## src/rtl/lpfr_pkg.sv

```systemverilog
// Shared types, result codes and the reset constant for the length-prefixed frame receiver.
package lpfr_pkg;

	// Widths of the channel fields
	localparam int unsigned BYTE_W = 8;
	localparam int unsigned LEN_W  = 16;
	localparam int unsigned KIND_W = 2;

	typedef logic [BYTE_W-1:0] byte_t;
	typedef logic [LEN_W-1:0]  len_t;
	typedef logic [KIND_W-1:0] kind_t;

	// Result kinds
	localparam kind_t KIND_DATA = 2'd0;
	localparam kind_t KIND_GOOD = 2'd1;
	localparam kind_t KIND_BAD  = 2'd2;
	localparam kind_t KIND_LONG = 2'd3;

	// Reset value of the maximum payload length register
	localparam len_t MAX_LENGTH_RESET = 16'd1024;

	// One result produced by the parser for one received byte
	typedef struct packed {
		logic  valid;
		kind_t kind;
		byte_t payload_byte;
		byte_t frame_command;
		len_t  frame_length;
	} lpfr_result_t;

endpackage

```

## src/rtl/lpfr_if.sv

```systemverilog
// Valid/ready channel interfaces for received bytes and for frame results.
interface lpfr_rx_if;
	import lpfr_pkg::*;

	logic  valid;
	logic  ready;
	byte_t rx_byte;

	modport source (output valid, output rx_byte, input ready);
	modport sink (input valid, input rx_byte, output ready);
endinterface

interface lpfr_res_if;
	import lpfr_pkg::*;

	logic  valid;
	logic  ready;
	kind_t kind;
	byte_t payload_byte;
	byte_t frame_command;
	len_t  frame_length;

	modport source (output valid, output kind, output payload_byte, output frame_command,
		output frame_length, input ready);
	modport sink (input valid, input kind, input payload_byte, input frame_command,
		input frame_length, output ready);
endinterface

```

## src/rtl/length_prefixed_frame_receiver.sv

```systemverilog
// Top level of the length-prefixed frame receiver: input stage, parser and result register.
//
//  Channel   Direction  Carries                                            Handshake
//  rx        sink       rx_byte                                            valid/ready
//  frame     source     kind, payload_byte, frame_command, frame_length    valid/ready
//  cfg       write      max_length (cfg_wr_en, cfg_wr_data)                enable only
//
// One byte is accepted per cycle while rx.ready is high; its result is presented from the result register.
// The byte sits in an input register, the parser handles it in one pass and the
// result goes to an output register, so throughput is set by the parser step.
// When the result register is full and not taken, the parser holds; rx.ready falls
// once the input register also holds a byte.
// Reset clears all control state and sets max_length to 1024.
module length_prefixed_frame_receiver (
	input  logic                clk,
	input  logic                arst_n,
	lpfr_rx_if.sink             rx,
	lpfr_res_if.source          frame,
	input  logic                cfg_wr_en,
	input  lpfr_pkg::len_t      cfg_wr_data
);
	import lpfr_pkg::*;

	logic         valid_s1;
	byte_t        byte_s1;
	len_t         max_length_q;
	logic         advance;
	logic         step;
	lpfr_result_t res;
	logic         out_valid_q;
	kind_t        kind_q;
	byte_t        payload_q;
	byte_t        command_q;
	len_t         length_q;

	// The pipeline moves whenever the result register is empty or being taken.
	assign advance  = !out_valid_q || frame.ready;
	assign step     = advance && valid_s1;
	assign rx.ready = !valid_s1 || advance;

	// Configuration register
	always_ff @(posedge clk or negedge arst_n) begin
		if (!arst_n) begin
			max_length_q <= MAX_LENGTH_RESET;
		end else if (cfg_wr_en) begin
			max_length_q <= cfg_wr_data;
		end
	end

	// Input register stage
	always_ff @(posedge clk or negedge arst_n) begin
		if (!arst_n) begin
			valid_s1 <= 1'b0;
		end else if (rx.valid && rx.ready) begin
			valid_s1 <= 1'b1;
		end else if (advance) begin
			valid_s1 <= 1'b0;
		end
	end

	always_ff @(posedge clk) begin
		if (rx.valid && rx.ready) begin
			byte_s1 <= rx.rx_byte;
		end
	end

	lpfr_parser u_parser (
		.clk        (clk),
		.arst_n     (arst_n),
		.step       (step),
		.rx_byte    (byte_s1),
		.max_length (max_length_q),
		.res        (res)
	);

	// Result register
	always_ff @(posedge clk or negedge arst_n) begin
		if (!arst_n) begin
			out_valid_q <= 1'b0;
		end else if (advance) begin
			out_valid_q <= step && res.valid;
		end
	end

	always_ff @(posedge clk) begin
		if (step && res.valid) begin
			kind_q    <= res.kind;
			payload_q <= res.payload_byte;
			command_q <= res.frame_command;
			length_q  <= res.frame_length;
		end
	end

	assign frame.valid         = out_valid_q;
	assign frame.kind          = kind_q;
	assign frame.payload_byte  = payload_q;
	assign frame.frame_command = command_q;
	assign frame.frame_length  = length_q;

	// The input side only stalls when the result register is full and held.
	a_stall_cause: assert property (@(posedge clk) disable iff (!arst_n)
		!rx.ready |-> valid_s1 && out_valid_q && !frame.ready)
		else $error("input stalled without a held result");

	// A held result with a waiting byte must not let that byte be processed.
	a_no_step_held: assert property (@(posedge clk) disable iff (!arst_n)
		out_valid_q && !frame.ready |=> out_valid_q && $stable(kind_q) && $stable(length_q))
		else $error("held result was overwritten");

endmodule

```

## src/rtl/lpfr_parser.sv

```systemverilog
// Frame parsing state machine and running checksum, one byte per step.
module lpfr_parser (
	input  logic                  clk,
	input  logic                  arst_n,
	input  logic                  step,
	input  lpfr_pkg::byte_t       rx_byte,
	input  lpfr_pkg::len_t        max_length,
	output lpfr_pkg::lpfr_result_t res
);
	import lpfr_pkg::*;

	// Phase codes
	localparam logic [2:0] PH_CMD     = 3'd0;
	localparam logic [2:0] PH_LEN_HI  = 3'd1;
	localparam logic [2:0] PH_LEN_LO  = 3'd2;
	localparam logic [2:0] PH_PAYLOAD = 3'd3;
	localparam logic [2:0] PH_PADCNT  = 3'd4;
	localparam logic [2:0] PH_PAD     = 3'd5;
	localparam logic [2:0] PH_SUM_HI  = 3'd6;
	localparam logic [2:0] PH_SUM_LO  = 3'd7;

	logic [2:0] phase_q, phase_d;
	byte_t      command_q, command_d;
	len_t       length_q, length_d;
	len_t       byte_count_q, byte_count_d;
	byte_t      pad_count_q, pad_count_d;
	byte_t      pad_seen_q, pad_seen_d;
	len_t       sum_q, sum_d;
	byte_t      sum_hi_q, sum_hi_d;
	len_t       length_full;
	len_t       count_inc;
	byte_t      pad_inc;
	len_t       rx_sum;

	assign length_full = {length_q[LEN_W-1:BYTE_W], rx_byte};
	assign count_inc   = byte_count_q + len_t'(1);
	assign pad_inc     = pad_seen_q + byte_t'(1);
	assign rx_sum      = {sum_hi_q, rx_byte};

	// Next state and result for the byte presented this cycle
	always_comb begin
		phase_d      = phase_q;
		command_d    = command_q;
		length_d     = length_q;
		byte_count_d = byte_count_q;
		pad_count_d  = pad_count_q;
		pad_seen_d   = pad_seen_q;
		sum_d        = sum_q;
		sum_hi_d     = sum_hi_q;
		res.valid         = 1'b0;
		res.kind          = KIND_DATA;
		res.payload_byte  = '0;
		res.frame_command = command_q;
		res.frame_length  = length_q;
		unique case (phase_q)
			PH_CMD: begin
				command_d = rx_byte;
				sum_d     = len_t'(rx_byte);
				phase_d   = PH_LEN_HI;
			end
			PH_LEN_HI: begin
				length_d = {rx_byte, {BYTE_W{1'b0}}};
				phase_d  = PH_LEN_LO;
			end
			PH_LEN_LO: begin
				length_d         = length_full;
				res.frame_length = length_full;
				if (length_full > max_length) begin
					phase_d   = PH_CMD;
					res.valid = 1'b1;
					res.kind  = KIND_LONG;
				end else begin
					sum_d        = sum_q + length_full;
					byte_count_d = '0;
					phase_d      = (length_full == '0) ? PH_PADCNT : PH_PAYLOAD;
				end
			end
			PH_PAYLOAD: begin
				sum_d            = sum_q + len_t'(rx_byte);
				byte_count_d     = count_inc;
				if (count_inc >= length_q) begin
					phase_d = PH_PADCNT;
				end
				res.valid        = 1'b1;
				res.kind         = KIND_DATA;
				res.payload_byte = rx_byte;
			end
			PH_PADCNT: begin
				pad_count_d = rx_byte;
				pad_seen_d  = '0;
				sum_d       = sum_q + len_t'(rx_byte);
				phase_d     = (rx_byte == '0) ? PH_SUM_HI : PH_PAD;
			end
			PH_PAD: begin
				pad_seen_d = pad_inc;
				if (pad_inc >= pad_count_q) begin
					phase_d = PH_SUM_HI;
				end
			end
			PH_SUM_HI: begin
				sum_hi_d = rx_byte;
				phase_d  = PH_SUM_LO;
			end
			PH_SUM_LO: begin
				phase_d   = PH_CMD;
				res.valid = 1'b1;
				res.kind  = (rx_sum == sum_q) ? KIND_GOOD : KIND_BAD;
			end
			default: begin
				phase_d = PH_CMD;
			end
		endcase
	end

	// Parser state, advanced only when a byte is processed
	always_ff @(posedge clk or negedge arst_n) begin
		if (!arst_n) begin
			phase_q      <= PH_CMD;
			command_q    <= '0;
			length_q     <= '0;
			byte_count_q <= '0;
			pad_count_q  <= '0;
			pad_seen_q   <= '0;
			sum_q        <= '0;
			sum_hi_q     <= '0;
		end else if (step) begin
			phase_q      <= phase_d;
			command_q    <= command_d;
			length_q     <= length_d;
			byte_count_q <= byte_count_d;
			pad_count_q  <= pad_count_d;
			pad_seen_q   <= pad_seen_d;
			sum_q        <= sum_d;
			sum_hi_q     <= sum_hi_d;
		end
	end

	// A length abort only happens for a length above the limit.
	a_long_over_limit: assert property (@(posedge clk) disable iff (!arst_n)
		step && res.valid && res.kind == KIND_LONG |-> res.frame_length > max_length)
		else $error("length abort raised for an acceptable length");

	// Every frame end or abort returns the parser to the command phase.
	a_end_to_cmd: assert property (@(posedge clk) disable iff (!arst_n)
		step && res.valid && res.kind != KIND_DATA |=> phase_q == PH_CMD)
		else $error("parser did not return to the command phase after a frame end");

	// A payload byte can only be counted while the count is below the length.
	a_count_bound: assert property (@(posedge clk) disable iff (!arst_n)
		phase_q == PH_PAYLOAD |-> byte_count_q < length_q)
		else $error("payload count reached the declared length inside the payload");

endmodule
```

## src/flat_wrapper.sv

```systemverilog
// flat-port wrapper written by rule: the top's interface ports become plain ports
module length_prefixed_frame_receiver_flat import lpfr_pkg::*;
  (clk, arst_n, cfg_wr_en, cfg_wr_data, rx_valid, rx_rx_byte, rx_ready, frame_valid, frame_kind, frame_payload_byte, frame_frame_command, frame_frame_length, frame_ready);
  lpfr_rx_if rx_i ();
  lpfr_res_if frame_i ();
  input  logic clk;
  input  logic arst_n;
  input  logic cfg_wr_en;
  input  lpfr_pkg::len_t cfg_wr_data;
  input wire logic [$bits(rx_i.valid)-1:0] rx_valid;
  input wire logic [$bits(rx_i.rx_byte)-1:0] rx_rx_byte;
  output wire logic [$bits(rx_i.ready)-1:0] rx_ready;
  output wire logic [$bits(frame_i.valid)-1:0] frame_valid;
  output wire logic [$bits(frame_i.kind)-1:0] frame_kind;
  output wire logic [$bits(frame_i.payload_byte)-1:0] frame_payload_byte;
  output wire logic [$bits(frame_i.frame_command)-1:0] frame_frame_command;
  output wire logic [$bits(frame_i.frame_length)-1:0] frame_frame_length;
  input wire logic [$bits(frame_i.ready)-1:0] frame_ready;
  assign rx_i.valid = rx_valid;
  assign rx_i.rx_byte = rx_rx_byte;
  assign rx_ready = rx_i.ready;
  assign frame_valid = frame_i.valid;
  assign frame_kind = frame_i.kind;
  assign frame_payload_byte = frame_i.payload_byte;
  assign frame_frame_command = frame_i.frame_command;
  assign frame_frame_length = frame_i.frame_length;
  assign frame_i.ready = frame_ready;
  length_prefixed_frame_receiver u_core (.clk(clk), .arst_n(arst_n), .rx(rx_i), .frame(frame_i), .cfg_wr_en(cfg_wr_en), .cfg_wr_data(cfg_wr_data));
endmodule
```

## config.mk

```make
export PLATFORM = sky130hd
export DESIGN_NAME = length_prefixed_frame_receiver_flat
export DESIGN_NICKNAME = d
export VERILOG_FILES = /design/src/rtl/lpfr_pkg.sv /design/src/rtl/lpfr_if.sv /design/src/rtl/length_prefixed_frame_receiver.sv /design/src/rtl/lpfr_parser.sv /design/src/flat_wrapper.sv
export SDC_FILE = /design/constraint.sdc
export NUM_CORES = 1
export LEC_CHECK = 0
export BUFFER_PORTS_ARGS = -buffer_cell sky130_fd_sc_hd__buf_2
export CAP_MARGIN = 20
export CORE_MARGIN = 8
export CORE_UTILIZATION = 60
export CTS_CLUSTER_DIAMETER = 60
export DETAILED_ROUTE_END_ITERATION = 16
export PLACE_DENSITY_LB_ADDON = 0.05
export SYNTH_ARGS = -nofsm -noshare
export SYNTH_HDL_FRONTEND = slang
export SYNTH_SLANG_ARGS = --single-unit
export TNS_END_PERCENT = 100
```

## constraint.sdc

```tcl
create_clock -name clk -period 4.1 [get_ports clk]
set_input_delay 0 -clock clk [delete_from_list [all_inputs] [get_ports clk]]
set_output_delay 0 -clock clk [all_outputs]
set_load 0.02 [all_outputs]
```

==> impl_metrics.ini <==
[status]
status = complete, no violations

[cts]
clk_pin_slew_ns = 0.06
cts_resized = 0
clk_latency_ns = 0.43
cts.sinks = 143
cts_tree = yes
postCtsSetupRepairBufs = 0
cts-root-buf = clkbuf_16
htreeDepth = 4
cts.path.max_buffers = 2
numCtsBuffers = 17

[synth]
synthMuxAreaShare_pct = 3.27
synth_xor_area_share_pct = 4.40
yosys.area_share.simple_pct = 15.1
syn_nets = 866
ys_seq_elements = 143
synth_edf_count = 42
netlist_area_um2 = 7770
synth.distinct_cells = 61
synth-compound-area-share_pct = 14.7
yosysTopAreaCellShare_pct = 32.2
syn_area_per_cell_um2 = 9.97
synth.area.top_cells = dfrtp_1 32%, edfxtp_1 16%, ha_1 9.2%, o21ai_0 5.7%, nand2_1 4.5%
synthAdderAreaFrac_pct = 9.44
syn_inst = 779
synth_ff_type = dfrtp_1
async_flop_share_pct = 70.6
synth_top_family_by_area = simple AND/OR/NAND/NOR gates
yosysWarnings = 0
synth_seq_area_share_pct = 48.8
synth_area_leader_cell = dfrtp_1

[pwr]
p_leak_uw = 0.00416
p_per_area_nw_per_um2 = 707
irDropWorstVdd_mv = 0.343
p_total_uw = 6490

[routing]
firstDrtPassIters = 5
antenna_left = 0
wl_per_cell_um = 18.8
vias = 6267
drc_errors = 0
wirelength_um = 19800
drt_iter0_markers = 471
viasPerCell = 5.95

[cells_and_area]
final_cell_mix = 100 x dfrtp_1, 94 x nand2_1, 88 x o21ai_0
drive_gt1_share_pct = 15.9
nets = 955
syn2layout_area_growth_pct = 18.1
antenna_cells = 0
final_util_pct = 72.7
layout_commonest_cell = dfrtp_1

[critical_path]
critPathKind = reg -> reg
crit_fanout = 7
crit_path_end_kind = register
rr_worst_depth = 14
required_ns = 4.41
cp.arrival_ns = 3.65
crit_path_start_kind = register
r2r_slack_ns = 0.75

[floorplanning]
design.die.area_um2 = 16800
die_h_um = 130
fp-row-count = 41
start_util_pct = 61.6
die_w_um = 130
fp.coreArea_um2 = 12600
ios = 65

[timing]
fin_skew_ns = 0.00678
setup-tns-final_ns = 0
tightest_slew_ns = 1.04
max_freq_mhz = 299
period_share_pct = 81.6
rsz0062_at_grt = false
slew_headroom_pct = 30.5
hold_viol_final = 0
finalSetupViolCount = 0
finalMaxSlewViolations = 0
period_minus_slack_ns = 3.35

[flow_run]
drv_cap = 0

[global_route]
grt_usage_pct = 24.9
grt_util_met1_pct = 30.8
grtUsageMet2_pct = 40.3
grt_pass1_vias = 6240
grt_first_pass_wirelength_um = 31900
busiest_layer = met2
grt_antenna_before_repair = 0
grt_start_max_net_pins = 69
met3_usage_pct = 5.34
overflow = 0

[placement]
dp_hpwl_um = 13800
gp_congestion = 0.928
io_buffers = 64

[min_path]
min_path_cells = 3
worstHoldPathType = in -> reg
stage by stage:
step | worst slack, ns | cell area [um^2] | hold slack (ns) | instances
after floorplan | 0.563 | 7770 | -0.296 | 779
after global placement | 0.886 | 8280 | 0.179 | 994
after detailed placement | 0.777 | 8280 | 0.180 | 994
after CTS | 0.756 | 9170 | 0.0145 | 1053
after global routing | 0.423 | 9170 | 0.0692 | 1053
final | 0.755 | 9170 | 0.0356 | 1053
where the power goes:
part           leakage (uW)  total (uW)  switching [uW]  internal, uW
registers           0.00169        2250             306          1950
logic               0.00218        2620            1610          1010
clock network      0.000299        1620             601          1020
total               0.00416        6490            2510          3970
kinds of logic (layout without fill, tap and decap cells):
kind of cell	count (synthesis)	in the layout
buffers and inverters	84	186
AO/OA/AOI/OAI	189	189
flip-flops	143	143
XOR/XNOR	39	39
adder cells (fa/ha/maj)	58	58
multiplexers	23	23
AND/OR/NAND/NOR	243	243
sequential cells by signal, summed over array words and instances, names as in the netlist, 16 cells and up:
signal                        cells
u_core.frame.frame_length        16
u_core.max_length_q              16
u_core.u_parser.byte_count_q     16
u_core.u_parser.length_q         16
u_core.u_parser.sum_q            16
cell type report:
cell class	count	area [um^2]
Inverter	50	188
Fill cell	947	3450
Timing Repair Buffer	104	703
Tap cell	172	215
Sequential cell	143	3790
Clock inverter	14	191
Clock buffer	18	429
Multi-Input combinational cell	552	3650
layer usage:
metal | share of wire, % | vias up | wire length, um
met5 | 0 | - | 0
met4 | 3.6 | 0 | 714
met3 | 6.7 | 60 | 1330
met2 | 47 | 247 | 9400
met1 | 42 | 3014 | 8400
li1 | - | 2946 | -
worst max-delay path, cell delays in order, from the launching register on:
cell	delay (ns)
dfrtp_1	0.43
ha_1	0.21
and3_1	0.23
and3_1	0.25
and3_1	0.34
nand3_1	0.20
xnor2_1	0.17
ha_1	0.27
nand4_1	0.11
nor4_1	0.06
o21ai_0	0.08
a21oi_1	0.07
o41ai_2	0.50
mux2i_1	0.23
o21ai_1	0.08
Yosys cell counts (16+ instances only):
library cell / instances
a21oi_1: 37
clkbuf_1: 26
dfrtp_1: 100
edfxtp_1: 42
ha_1: 57
inv_1: 50
mux2_2: 19
nand2_1: 94
nand3_1: 32
nor2_1: 35
nor3_1: 16
o21ai_0: 88
xnor2_1: 21
xor2_1: 18
what timing repair did:
item,CTS,global route
hold buffers,27,0
endpoints found under the hold margin,92,0
endpoints found under the setup margin,0,0
path summary, 6_finish.rpt:
| check | start | to |
|---|---|---|
| hold / removal | cfg_wr_en | u_core.max_length_q[7]$_DFFE_PN0P_ |
| setup reg to reg | u_core.u_parser.byte_count_q[0]$_DFFE_PN0P_ | u_core.u_parser.phase_q[1]$_DFFE_PN0P_ |
| hold reg to reg | u_core.u_parser.command_q[2]$_DFFE_PN0P_ | u_core.frame.frame_command[2]$_DFFE_PP_ |
| max in group asynchronous | arst_n | u_core.u_parser.pad_count_q[1]$_DFFE_PN0P_ |
| setup / recovery | u_core.u_parser.byte_count_q[0]$_DFFE_PN0P_ | u_core.u_parser.phase_q[1]$_DFFE_PN0P_ |
| min in group asynchronous | arst_n | u_core.max_length_q[5]$_DFFE_PN0P_ |
Note: power is estimated with default switching activity, not from simulation.
